$ cat src/rtl/tcfe_pkg.sv
// ============================================================================
// tcfe_pkg: shared types and constants of the tile cache
// Transaction payloads, scan feed and scan status types, and the fixed
// coordinate and distance widths of the tile directory.
// ============================================================================
`default_nettype none

package tcfe_pkg;

	// Grid of 64 by 64 tiles: a center coordinate is valid when the bits
	// from GRID_W up are zero.
	localparam int GRID_W = 6;
	// Stored coordinates are biased by one so that -1..64 fit unsigned.
	localparam int COORD_W = 7;
	// Manhattan distance of two biased coordinates.
	localparam int DIST_W = COORD_W + 1;
	// Width of the slot field of a result.
	localparam int SLOT_W = 4;
	// Neighborhood is three by three; the counters run 0..2.
	localparam int NEIGHBOUR_SPAN = 3;
	localparam logic [1:0] SPAN_LAST = 2'(NEIGHBOUR_SPAN - 1);

	localparam logic KIND_ENTER = 1'b0;
	localparam logic KIND_FLUSH = 1'b1;

	typedef struct packed {
		logic              kind;
		logic signed [7:0] centre_x;
		logic signed [7:0] centre_z;
	} cmd_t;

	typedef struct packed {
		logic signed [7:0]  tile_x;
		logic signed [7:0]  tile_z;
		logic [SLOT_W-1:0]  slot;
		logic               hit;
		logic               evicted;
		logic               last;
	} rsp_t;

	// One directory entry as it streams out of the tile store.
	typedef struct packed {
		logic               vld;
		logic               slot_valid;
		logic [COORD_W-1:0] tx;
		logic [COORD_W-1:0] tz;
	} feed_t;

	typedef struct packed {
		logic hit;
		logic empty_found;
	} scan_stat_t;

endpackage

`default_nettype wire

$ cat src/rtl/tcfe_ram.sv
// ============================================================================
// tcfe_ram: generic single-port-write, single-port-read synchronous RAM
// One write and one registered read per cycle; contents are not reset.
// ============================================================================
`default_nettype none

module tcfe_ram #(
	parameter int WIDTH = 14,
	parameter int DEPTH = 16
) (
	input  wire                      clk,
	input  wire                      we,
	input  wire [$clog2(DEPTH)-1:0]  waddr,
	input  wire [WIDTH-1:0]          wdata,
	input  wire                      re,
	input  wire [$clog2(DEPTH)-1:0]  raddr,
	output logic [WIDTH-1:0]         rdata
);

	logic [WIDTH-1:0] mem_q [DEPTH];

	always_ff @(posedge clk) begin
		if (we) begin
			mem_q[waddr] <= wdata;
		end
		if (re) begin
			rdata <= mem_q[raddr];
		end
	end

endmodule

`default_nettype wire

$ cat src/rtl/tcfe_scan.sv
// ============================================================================
// tcfe_scan: directory scan accumulator
// Takes one directory entry per cycle and keeps the first hit, the lowest
// empty slot and the farthest valid entry seen since the last clear.
// ============================================================================
`default_nettype none

module tcfe_scan #(
	parameter int SLOTS = 16
) (
	input  wire                                 clk,
	input  wire                                 arst_n,
	input  wire                                 clear,
	input  wire tcfe_pkg::feed_t                feed,
	input  wire [tcfe_pkg::COORD_W-1:0]         bx,
	input  wire [tcfe_pkg::COORD_W-1:0]         bz,
	output tcfe_pkg::scan_stat_t                stat,
	output logic [$clog2(SLOTS)-1:0]            hit_idx,
	output logic [$clog2(SLOTS)-1:0]            empty_idx,
	output logic [$clog2(SLOTS)-1:0]            victim_idx
);

	localparam int IDX_W = $clog2(SLOTS);

	tcfe_pkg::scan_stat_t             stat_q;
	logic [IDX_W-1:0]                 idx_q;
	logic [IDX_W-1:0]                 hit_idx_q;
	logic [IDX_W-1:0]                 empty_idx_q;
	logic [IDX_W-1:0]                 victim_q;
	logic [tcfe_pkg::DIST_W-1:0]      best_q;
	logic [tcfe_pkg::COORD_W-1:0]     dx;
	logic [tcfe_pkg::COORD_W-1:0]     dz;
	logic [tcfe_pkg::DIST_W-1:0]      distance;
	logic                             match;

	always_comb begin
		dx       = (feed.tx > bx) ? (feed.tx - bx) : (bx - feed.tx);
		dz       = (feed.tz > bz) ? (feed.tz - bz) : (bz - feed.tz);
		distance = {1'b0, dx} + {1'b0, dz};
		match    = (feed.tx == bx) && (feed.tz == bz);
	end

	always_ff @(posedge clk or negedge arst_n) begin
		if (!arst_n) begin
			stat_q      <= '0;
			idx_q       <= '0;
			hit_idx_q   <= '0;
			empty_idx_q <= '0;
			victim_q    <= '0;
			best_q      <= '0;
		end else if (clear) begin
			stat_q   <= '0;
			idx_q    <= '0;
			victim_q <= '0;
			best_q   <= '0;
		end else if (feed.vld) begin
			idx_q <= idx_q + 1'b1;
			if (feed.slot_valid) begin
				if (!stat_q.hit && match) begin
					stat_q.hit <= 1'b1;
					hit_idx_q  <= idx_q;
				end
				// Strictly greater keeps the lowest index on a tie.
				if (distance > best_q) begin
					best_q   <= distance;
					victim_q <= idx_q;
				end
			end else if (!stat_q.empty_found) begin
				stat_q.empty_found <= 1'b1;
				empty_idx_q        <= idx_q;
			end
		end
	end

	assign stat       = stat_q;
	assign hit_idx    = hit_idx_q;
	assign empty_idx  = empty_idx_q;
	assign victim_idx = victim_q;

endmodule

`default_nettype wire

$ cat src/rtl/tile_cache_farthest_evict.sv
// ============================================================================
// tile_cache_farthest_evict: fully associative tile directory
// Looks up the three by three neighborhood of a center tile, fills misses
// into the lowest empty slot or evicts the farthest tile, and flushes on
// request.
// ============================================================================
//
//  Channel   Handshake            Payload  Direction
//  -------   ---------            -------  ---------
//  command   start / busy         cmd      in: enter center tile or flush
//  result    rsp_valid (strobe)   rsp      out: one per looked-up tile
//
// An enter transaction with a valid center keeps busy high while each of
// the nine lookups streams every slot out of the tile store, one entry per
// cycle through its single read port, lets the last read land and commits.
// A flush, or an enter whose center lies off the grid, is finished in the
// cycle it is accepted and raises no busy.
// Reset clears every valid bit at once; the tile store itself is not reset.
// Results are strobed for one cycle and the receiver cannot stall them.
// ============================================================================
`default_nettype none

module tile_cache_farthest_evict #(
	parameter int CACHE_SLOTS = 16
) (
	input  wire                 clk,
	input  wire                 arst_n,
	input  wire                 start,
	output logic                busy,
	input  wire tcfe_pkg::cmd_t cmd,
	output logic                rsp_valid,
	output tcfe_pkg::rsp_t      rsp
);

	localparam int IDX_W  = $clog2(CACHE_SLOTS);
	localparam int ENTRY_W = 2 * tcfe_pkg::COORD_W;

	typedef enum logic [1:0] {
		ST_IDLE,
		ST_SCAN,
		ST_DRAIN,
		ST_COMMIT
	} state_t;

	state_t                           state_q;
	logic [IDX_W-1:0]                 addr_q;
	logic [1:0]                       col_q;
	logic [1:0]                       row_q;
	logic [tcfe_pkg::GRID_W-1:0]      cx_q;
	logic [tcfe_pkg::GRID_W-1:0]      cz_q;
	logic [CACHE_SLOTS-1:0]           valid_q;
	logic                             rd_vld_s1;
	logic                             slot_valid_s1;
	logic                             rsp_valid_q;
	tcfe_pkg::rsp_t                   rsp_q;

	logic                             accept;
	logic                             in_range;
	logic                             rd_en;
	logic                             wr_en;
	logic [ENTRY_W-1:0]               rd_data;
	logic [tcfe_pkg::COORD_W-1:0]     bx;
	logic [tcfe_pkg::COORD_W-1:0]     bz;
	tcfe_pkg::feed_t                  feed;
	tcfe_pkg::scan_stat_t             stat;
	logic [IDX_W-1:0]                 hit_idx;
	logic [IDX_W-1:0]                 empty_idx;
	logic [IDX_W-1:0]                 victim_idx;
	logic [IDX_W-1:0]                 slot_sel;
	logic                             is_last;
	logic                             scan_clear;

	// -------------------------------------------------------------------
	// Command decode.
	// -------------------------------------------------------------------
	assign busy     = (state_q != ST_IDLE);
	assign accept   = start && !busy;
	// A center is on the grid when both coordinates are non-negative and
	// below the grid size, which is a power of two.
	assign in_range = (cmd.centre_x[7:tcfe_pkg::GRID_W] == '0)
		&& (cmd.centre_z[7:tcfe_pkg::GRID_W] == '0);

	// Biased coordinates of the tile under lookup: center - 1 + offset + 1.
	assign bx = {1'b0, cx_q} + tcfe_pkg::COORD_W'(col_q);
	assign bz = {1'b0, cz_q} + tcfe_pkg::COORD_W'(row_q);

	// -------------------------------------------------------------------
	// Tile store: one read per scan cycle, one write per committed miss.
	// The sequencer never reads and writes in the same cycle, and a write
	// in the commit cycle is visible to the first read of the next scan.
	// -------------------------------------------------------------------
	assign rd_en = (state_q == ST_SCAN);
	assign wr_en = (state_q == ST_COMMIT) && !stat.hit;

	tcfe_ram #(
		.WIDTH (ENTRY_W),
		.DEPTH (CACHE_SLOTS)
	) u_tile_store (
		.clk   (clk),
		.we    (wr_en),
		.waddr (slot_sel),
		.wdata ({bx, bz}),
		.re    (rd_en),
		.raddr (addr_q),
		.rdata (rd_data)
	);

	always_comb begin
		feed.vld        = rd_vld_s1;
		feed.slot_valid = slot_valid_s1;
		feed.tx         = rd_data[ENTRY_W-1:tcfe_pkg::COORD_W];
		feed.tz         = rd_data[tcfe_pkg::COORD_W-1:0];
	end

	// The accumulator starts afresh before every lookup.
	assign scan_clear = (state_q == ST_IDLE) || (state_q == ST_COMMIT);

	tcfe_scan #(
		.SLOTS (CACHE_SLOTS)
	) u_scan (
		.clk        (clk),
		.arst_n     (arst_n),
		.clear      (scan_clear),
		.feed       (feed),
		.bx         (bx),
		.bz         (bz),
		.stat       (stat),
		.hit_idx    (hit_idx),
		.empty_idx  (empty_idx),
		.victim_idx (victim_idx)
	);

	// Hit first, then the lowest empty slot, then the farthest entry.
	assign slot_sel = stat.hit ? hit_idx : (stat.empty_found ? empty_idx : victim_idx);
	assign is_last  = (row_q == tcfe_pkg::SPAN_LAST) && (col_q == tcfe_pkg::SPAN_LAST);

	// -------------------------------------------------------------------
	// Sequencer.
	// -------------------------------------------------------------------
	always_ff @(posedge clk or negedge arst_n) begin
		if (!arst_n) begin
			state_q       <= ST_IDLE;
			addr_q        <= '0;
			col_q         <= '0;
			row_q         <= '0;
			cx_q          <= '0;
			cz_q          <= '0;
			valid_q       <= '0;
			rd_vld_s1     <= 1'b0;
			slot_valid_s1 <= 1'b0;
			rsp_valid_q   <= 1'b0;
		end else begin
			rsp_valid_q   <= 1'b0;
			rd_vld_s1     <= rd_en;
			slot_valid_s1 <= valid_q[addr_q];
			case (state_q)
				ST_IDLE: begin
					if (accept) begin
						if (cmd.kind == tcfe_pkg::KIND_FLUSH) begin
							valid_q <= '0;
						end else if (in_range) begin
							cx_q    <= cmd.centre_x[tcfe_pkg::GRID_W-1:0];
							cz_q    <= cmd.centre_z[tcfe_pkg::GRID_W-1:0];
							col_q   <= '0;
							row_q   <= '0;
							addr_q  <= '0;
							state_q <= ST_SCAN;
						end
					end
				end
				ST_SCAN: begin
					addr_q <= addr_q + 1'b1;
					if (addr_q == IDX_W'(CACHE_SLOTS - 1)) begin
						state_q <= ST_DRAIN;
					end
				end
				ST_DRAIN: begin
					state_q <= ST_COMMIT;
				end
				ST_COMMIT: begin
					rsp_valid_q <= 1'b1;
					if (!stat.hit) begin
						valid_q[slot_sel] <= 1'b1;
					end
					addr_q <= '0;
					if (is_last) begin
						state_q <= ST_IDLE;
					end else begin
						if (col_q == tcfe_pkg::SPAN_LAST) begin
							col_q <= '0;
							row_q <= row_q + 1'b1;
						end else begin
							col_q <= col_q + 1'b1;
						end
						state_q <= ST_SCAN;
					end
				end
				default: begin
					state_q <= ST_IDLE;
				end
			endcase
		end
	end

	// Result payload, loaded in the commit cycle.
	always_ff @(posedge clk) begin
		if (state_q == ST_COMMIT) begin
			rsp_q.tile_x  <= $signed(8'({1'b0, bx}) - 8'd1);
			rsp_q.tile_z  <= $signed(8'({1'b0, bz}) - 8'd1);
			rsp_q.slot    <= slot_sel[tcfe_pkg::SLOT_W-1:0];
			rsp_q.hit     <= stat.hit;
			rsp_q.evicted <= !stat.hit && !stat.empty_found;
			rsp_q.last    <= is_last;
		end
	end

	assign rsp_valid = rsp_valid_q;
	assign rsp       = rsp_q;

	// -------------------------------------------------------------------
	// Assertions.
	// -------------------------------------------------------------------
	a_rsp_from_busy: assert property (@(posedge clk) disable iff (!arst_n)
		rsp_valid |-> $past(busy))
		else $error("result strobed without a transaction in progress");

	a_hit_no_evict: assert property (@(posedge clk) disable iff (!arst_n)
		rsp_valid |-> !(rsp.hit && rsp.evicted))
		else $error("a hit reported an eviction");

	a_evict_when_full: assert property (@(posedge clk) disable iff (!arst_n)
		(rsp_valid && rsp.evicted) |-> $past(&valid_q))
		else $error("eviction while an empty slot was available");

	a_flush_clears: assert property (@(posedge clk) disable iff (!arst_n)
		(accept && (cmd.kind == tcfe_pkg::KIND_FLUSH)) |=> (valid_q == '0))
		else $error("flush left a valid slot");

	a_done_on_last: assert property (@(posedge clk) disable iff (!arst_n)
		$fell(busy) |-> (rsp_valid && rsp.last))
		else $error("transaction ended without its last result");

endmodule

`default_nettype wire

$ cat config.mk
export PLATFORM = sky130hd
export DESIGN_NAME = tile_cache_farthest_evict
export DESIGN_NICKNAME = d
export VERILOG_FILES = /design/src/rtl/tcfe_pkg.sv /design/src/rtl/tcfe_ram.sv /design/src/rtl/tcfe_scan.sv /design/src/rtl/tile_cache_farthest_evict.sv
export SDC_FILE = /design/constraint.sdc
export NUM_CORES = 1
export LEC_CHECK = 0
export BUFFER_PORTS_ARGS = -buffer_cell sky130_fd_sc_hd__buf_2
export CAP_MARGIN = 20
export CORE_UTILIZATION = 62
export DETAILED_ROUTE_END_ITERATION = 10
export PLACE_DENSITY = 0.79
export SLEW_MARGIN = 20
export SYNTH_ARGS = -nofsm -noshare
export SYNTH_HDL_FRONTEND = slang
export SYNTH_SLANG_ARGS = --single-unit
export TNS_END_PERCENT = 10
$ cat constraint.sdc
create_clock -name clk -period 8.2 [get_ports clk]
set_input_delay 0.82 -clock clk [delete_from_list [all_inputs] [get_ports clk]]
set_output_delay 0.82 -clock clk [all_outputs]
set_load 0.05 [all_outputs]
======== Word-level counts from Yosys, hierarchy flattened ========
Memory sizes are Yosys's and may differ from the RTL's. A register that Yosys moved wholly into a read port is not among the register bits.
Index checks and enable logic that the tools add are counted.
word-level totals
  flip-flop bits (word level) ............. 90
  bits in writable memories ............... 224
  memories ................................ 1
  bits in read-only memories .............. 0
  latch bits .............................. 0
  bits of input ports ..................... 20
cells by class
  multipliers ............................. 0
  add/subtract/negate cells ............... 13
  shifts and indexed selects .............. 0
  mux-type cells .......................... 49
  bitwise gates (word level) .............. 5
  reductions and logical operators ........ 33
  equality and inequality tests ........... 17
  divide/modulo/power cells ............... 0
  $lt $le $gt $ge ......................... 6
memories
  memory              words  bits a word  read ports  clocked after Yosys merged registers in  wr ports  line            RTL
  u_tile_store.mem_q  16     14           1           1                                        1         tcfe_ram.sv:20  logic [WIDTH-1:0] mem_q [DEPTH];
operators with widths
  cell                                                count
  two-way mux 16 bit                                  3
  two-way mux 4 bit                                   11
  two-way mux 8 bit                                   4
  one-hot mux 16 bit (2 select lines)                 1
  subtractor 7 bit                                    4
  two-way mux 2 bit                                   13
  AND reduction 4 bit                                 6
  bitwise OR 16 bit                                   1
  subtractor 7 x 1 -> 8 bit, second input constant    2
  adder 6 x 2 -> 7 bit                                2
  == test 7 bit                                       2
  greater-than comparator 7 bit                       2
  two-way mux 7 bit                                   2
  inequality test 2 bit, second input constant        6
  one-hot mux 4 bit (3 select lines)                  1
  nonzero test 2 bit                                  6
  < comparator 4 x 5 -> 1 bit, second input constant  2
  two-way mux 1 bit                                   9
  adder 4 x 1 -> 4 bit, second input constant         2
  adder 7 x 7 -> 8 bit                                1
  == test 2 bit, second input constant                4
  greater-than comparator 8 bit                       1
  logical AND 1 bit                                   8
  one-hot mux 2 bit (2 select lines)                  2
  17 further kinds                                    28

======== Logic depth before layout (Yosys ltp) ========
  depth after elaboration ................. 9
  depth in mapped cells ................... 26
  depth with buffers taken out ............ 24

======== By module ========
A second synthesis with hierarchy kept.
second synthesis, totals
  cells, all modules ...................... 975
  area, all modules ....................... 14,831.7 sq um
by module, submodules not included
  module                     area each (sq um)  times used  cells each
  tcfe_ram                   8,903.5            1           379
  tile_cache_farthest_evict  3,215.6            1           287
  tcfe_scan                  2,712.6            1           309

======== Worst setup path before layout ========
No wires, ideal clock.
  path type ............................... flip-flop to flip-flop
  start point ............................. reg row_q[0]
  end point ............................... reg u_scan.best_q[1] (netlist bit)
  data required time ...................... 8.079 ns
  arrival time ............................ 5.727 ns
  path slack .............................. 2.352 ns
  period minus slack after synthesis ...... 5.848 ns
  cell stages (with the launch flop) ...... 23
  cell sequence ........................... dfrtp_1 > ha_1 > fa_1 > xor2_1 > ha_1 > a21oi_1 > a21oi_1 > o31ai_2 > a31oi_4 > mux2i_1 > fa_1 > a21o_1 > a21oi_1 > o21bai_1 > a21oi_1 > xnor2_1 > ha_1 > and3_1 > a221oi_1 > a21boi_1 > o211a_1 > clkbuf_1 > a22o_1
between the ends
  word-level cells in the longest chain between the ends .. 8
ends and longest elaborated chain
  item                                                                   line                              RTL
  from (decl)                                                            tile_cache_farthest_evict.sv:48   logic [1:0] row_q;
  from (signal assigned)                                                 tile_cache_farthest_evict.sv:191  row_q <= row_q + 1'b1;
  adder 6 x 2 -> 7 bit *                                                 tile_cache_farthest_evict.sv:85   assign bz = {1'b0, cz_q} + tcfe_pkg::COORD_W'(row_q);
  named net bz (one bit)                                                 tile_cache_farthest_evict.sv:63   logic [tcfe_pkg::COORD_W-1:0] bz;
  greater-than comparator 7 bit                                          tcfe_scan.sv:38                   dz = (feed.tz > bz) ? (feed.tz - bz) : (bz - feed.tz);
  two-way mux 7 bit *                                                    tcfe_scan.sv:38
  adder 7 x 7 -> 8 bit *                                                 tcfe_scan.sv:39                   distance = {1'b0, dx} + {1'b0, dz};
  branches (longest 4 deep; another with greater-than comparator 8 bit)  --
  to (signal assigned)                                                   tcfe_scan.sv:65                   best_q <= distance;
  to (decl)                                                              tcfe_scan.sv:30                   logic [tcfe_pkg::DIST_W-1:0] best_q;
Mark *: on every way through the listed nets, which the timed path passes. The select of a mux whose other input is x is not followed.
A chain may end at the register's enable or synchronous reset.

======== Worst setup path in the final report ========
  start point ............................. reg row_q[0]
  end point ............................... reg u_scan.victim_q[3] (netlist: u_scan.victim_idx[3])
between the ends
  word-level cells in the longest chain between the ends .. 7
ends and longest elaborated chain
  item                                                                      line                             RTL
  adder 6 x 2 -> 7 bit *                                                    tile_cache_farthest_evict.sv:85
  named net bz (one bit)                                                    tile_cache_farthest_evict.sv:63
  subtractor 7 bit / greater-than comparator 7 bit (equally long branches)  tcfe_scan.sv:38
  two-way mux 7 bit *                                                       tcfe_scan.sv:38
  adder 7 x 7 -> 8 bit *                                                    tcfe_scan.sv:39
  greater-than comparator 8 bit *                                           tcfe_scan.sv:64                  if (distance > best_q) begin
  nonzero test 2 bit (no line) *                                            --
  AND reduction 3 bit (no line) *                                           --
  to (signal assigned)                                                      tcfe_scan.sv:66                  victim_q <= idx_q;
  to (decl)                                                                 tcfe_scan.sv:29                  logic [IDX_W-1:0] victim_q;
Mark *: on every way through the listed nets, which the timed path passes. The rest lies on a longest branch.

==> flow_summary.yaml <==
synthesis:
  syn_inst: 1016
  synth_top_cell_by_area: "edfxtp_1"
  number_of_flops_mapped_to_enable_cells_by_yosys: 261
  synth.yosys.warnings: 0
  synth-async-reset-ratio_pct: 20.4
  syn_avg_cell_area_um2: 14.6
  ys_types: 55
  ys_seq_area_share_pct: 63.9
  dominantRegCellSynth: "edfxtp_1"
  post_synth_main_area_contributors: "edfxtp_1, dfrtp_1, mux4_2"
  synthesis.nets: 1093
  share_of_the_synthesized_area_in_the_top_cell_type_pct: 52.7
  synth_seq_cells: 328
  synth.cell_area_um2: 14900
clock_tree:
  htree_levels: 2
  cts_setup_buffers: 0
  root_buffer: "clkbuf_16"
  numClockSinks: 328
  cts_buffer_depth: 3
  ctsResizeCount: 0
  clock_insertion_delay_worst_skew_ns: 0.52
  tritoncts: "done"
  cts.clk_slew.worst_paths_ns: 0.06
  hold_buffers: 0
  numCtsBuffers: 34
critical_path:
  timing.critical_path.slowest_cell_delay_ns: 0.97
  start_kind: "flop"
  worstSetupEndpointType: "flop"
  worst_path_max_fanout: 20
  worstPathRequired_ns: 8.65
  register_to_register_path_depth: 21
  timing.critical_path.cells: "ha_1 -> fa_1 -> inv_1 -> ha_1 -> a21oi_1 -> a21oi_1 -> o31ai_2 -> a31oi_4 -> mux2i_1 -> fa_1 -> a21o_1 -> a21oi_1 -> o21bai_1 -> a21oi_1 -> xnor2_1 -> ha_1 -> and3_1 -> a221oi_1 -> nand2_1 -> a31oi_2 -> a22o_1"
  critical-path-slowest-cell: "fa_1"
  setup.worst_path.class: "reg2reg"
  reg2reg_from: "row_q[0]"
  critPathLaunch: "row_q[0]"
  crit_family: "compound AO/OA/AOI/OAI gates"
  cp_common_cell: "a21oi_1"
  worst-endpoint-arrival_ns: 6.87
  worstPathBufferInverterCount: 1
  critical_path_depth: 21
power:
  vdd.ir_drop.worst_v: 0.000553
  power.density_cell_area_nw_per_um2: 406
  power.leakage_nw: 6.34
drt:
  remaining_drc_errors: 0
  first_pass_iters: 5
  drt_wl_total_mm: 33.3
  drt_iter0_markers: 865
  final_antenna_net_count: 0
  vias: 8802
  avgRoutedWirePerCell_um: 23.3
  avgViaCountPerCell: 6.17
placement:
  post_placement_cell_area_um2: 15600
  buffer_ports.inserted: 44
  final_wtd_congestion: 0.845
  hpwl_mm: 20.7
run:
  max-cap-violations: 0
finish:
  final.fill_count: 1511
  final_core_utilization_pct: 70.8
  syn_to_final_growth_pct: 11.7
  layout.cells.most_common: "edfxtp_1"
  nNetsFinal: 1160
  mostFrequentLayoutCells: "edfxtp_1, dfrtp_1, nand2_1"
  design_area_um2: 16600
  post_route_cells_drive_above_1_share_pct: 17.2
  diodes: 0
sta:
  grt_setup_unrepaired: "no"
  maxSlewHeadroom_pct: 24.1
  hold_viol_final: 0
  post-route-min-period_ns: 6.42
  timing.clock.skew_ns: 0.0189
  final_min_period_over_clock_period_pct: 78.2
  max_clock_freq_mhz: 156
  timing_worst_slew_pin_value_ns: 1.14
  slew_violations: 0
  setup_violations: 0
  final.setup.tns_ns: 0
min_path:
  hold_path_depth: 2
  hold_start: "valid_q[15]"
  min-delay-path-class: "reg2reg"
die:
  initial_core_util_pct: 63.4
  die_area_um2: 24600
  fp.dieW_um: 157
  placementRows: 56
  io-pin-count: 45
  die-height_um: 157
  core-area_um2: 23500
global_route:
  global_route_wire_length_before_repair_mm: 50.3
  maximum_number_of_pins_on_one_net_before_global_route_repair: 68
  antenna_found_initial: 1
  grt-ovfl-total: 0
  grt.total_usage_pct: 28.1
  grt_pass1_vias: 8971
outcome:
  run_status: "finished clean"
==> through the flow <==
step	setup slack [ns]	total power [mW]	instances	hold slack, ns
2_1_floorplan	2.35	4.54	1016	0.457
4_1_cts	1.59	6.72	1426	0.496
5_1_grt	1.46	7.16	1426	0.509
6_report	1.78	6.74	1426	0.495
3_5_place_dp	1.64	5.26	1366	0.482
3_3_place_gp	1.77	5.21	1366	0.474
==> layout make-up <==
type	count	area, um2	area share (%)
clock buffer	40	883	5.32
clock inverter	20	170	1.02
inverter	43	161	0.971
multi-input combinational	604	5050	30.4
sequential	328	9520	57.3
tap	319	399	2.40
timing repair buffer	72	430	2.59
==> routing by layer <==
layer	share of wire [%]	vias to the layer above	GRT usage [%]	wire length [um]
met5	0	-	0	0
met4	2.9	0	10.3	962
met3	8.0	68	5.42	2670
met2	50	389	47.9	16700
met1	39	4364	36.1	12900
li1	-	3981	-	-
==> sequential cells by signal (all words and copies together) (netlist names) <==
name and flops:
u_scan.best_q 8, addr_q 4, state_q 2, valid_q 16
cz_q 6, u_scan.hit_idx 4, u_scan.empty_idx 4, col_q 2
u_scan.idx_q 4, u_tile_store.rdata 14, u_scan.stat 2, slot_valid_s1 1
u_scan.victim_idx 4, cx_q 6, rd_vld_s1 1, rsp_valid 1
u_tile_store.mem_q 224, row_q 2, rsp 23
==> report_power, final <==
group	internal, mW	switching (mW)
sequential	2.14	0.160
clock	0.838	0.624
combinational	1.19	1.79
total	4.17	2.57
==> logic make-up after synthesis <==
family | synth area share, %
AND/OR/NAND/NOR | 6.02
flip-flops | 63.9
AO/OA/AOI/OAI | 8.55
XOR/XNOR | 2.24
buffers and inverters | 2.25
adder cells (fa/ha/maj) | 5.15
multiplexers | 11.8
==> tightest hold or removal path, delay by kind of cell (launching register included) <==
kind / cells / cell delay (ns)
flip-flops: 1 / 0.33
AND/OR/NAND/NOR: 1 / 0.08
AO/OA/AOI/OAI: 1 / 0.04
==> synth_stat cells, drive strengths merged (19+ instances only) <==
| cell | count |
|---|---|
| edfxtp | 261 |
| dfrtp | 67 |
| mux2i | 65 |
| nand2 | 65 |
| nor2 | 58 |
| ha | 50 |
| o21ai | 46 |
| a21oi | 42 |
| inv | 42 |
| mux2 | 38 |
| mux4 | 30 |
| clkbuf | 23 |
| a22o | 20 |
| xnor2 | 20 |
| a221oi | 19 |
==> path summary, 6_finish.rpt <==
check | to | slack (ns)
worst max-delay path | u_scan.victim_idx[3] | 1.78
worst min-delay path | valid_q[15] | 0.49
worst max register to register | u_scan.victim_idx[3] | 1.78
worst min register to register | valid_q[15] | 0.49
max in group asynchronous | addr_q[0] | 7.05
min in group asynchronous | u_scan.empty_idx[1] | 0.50
(Power assumes the default switching activity.)
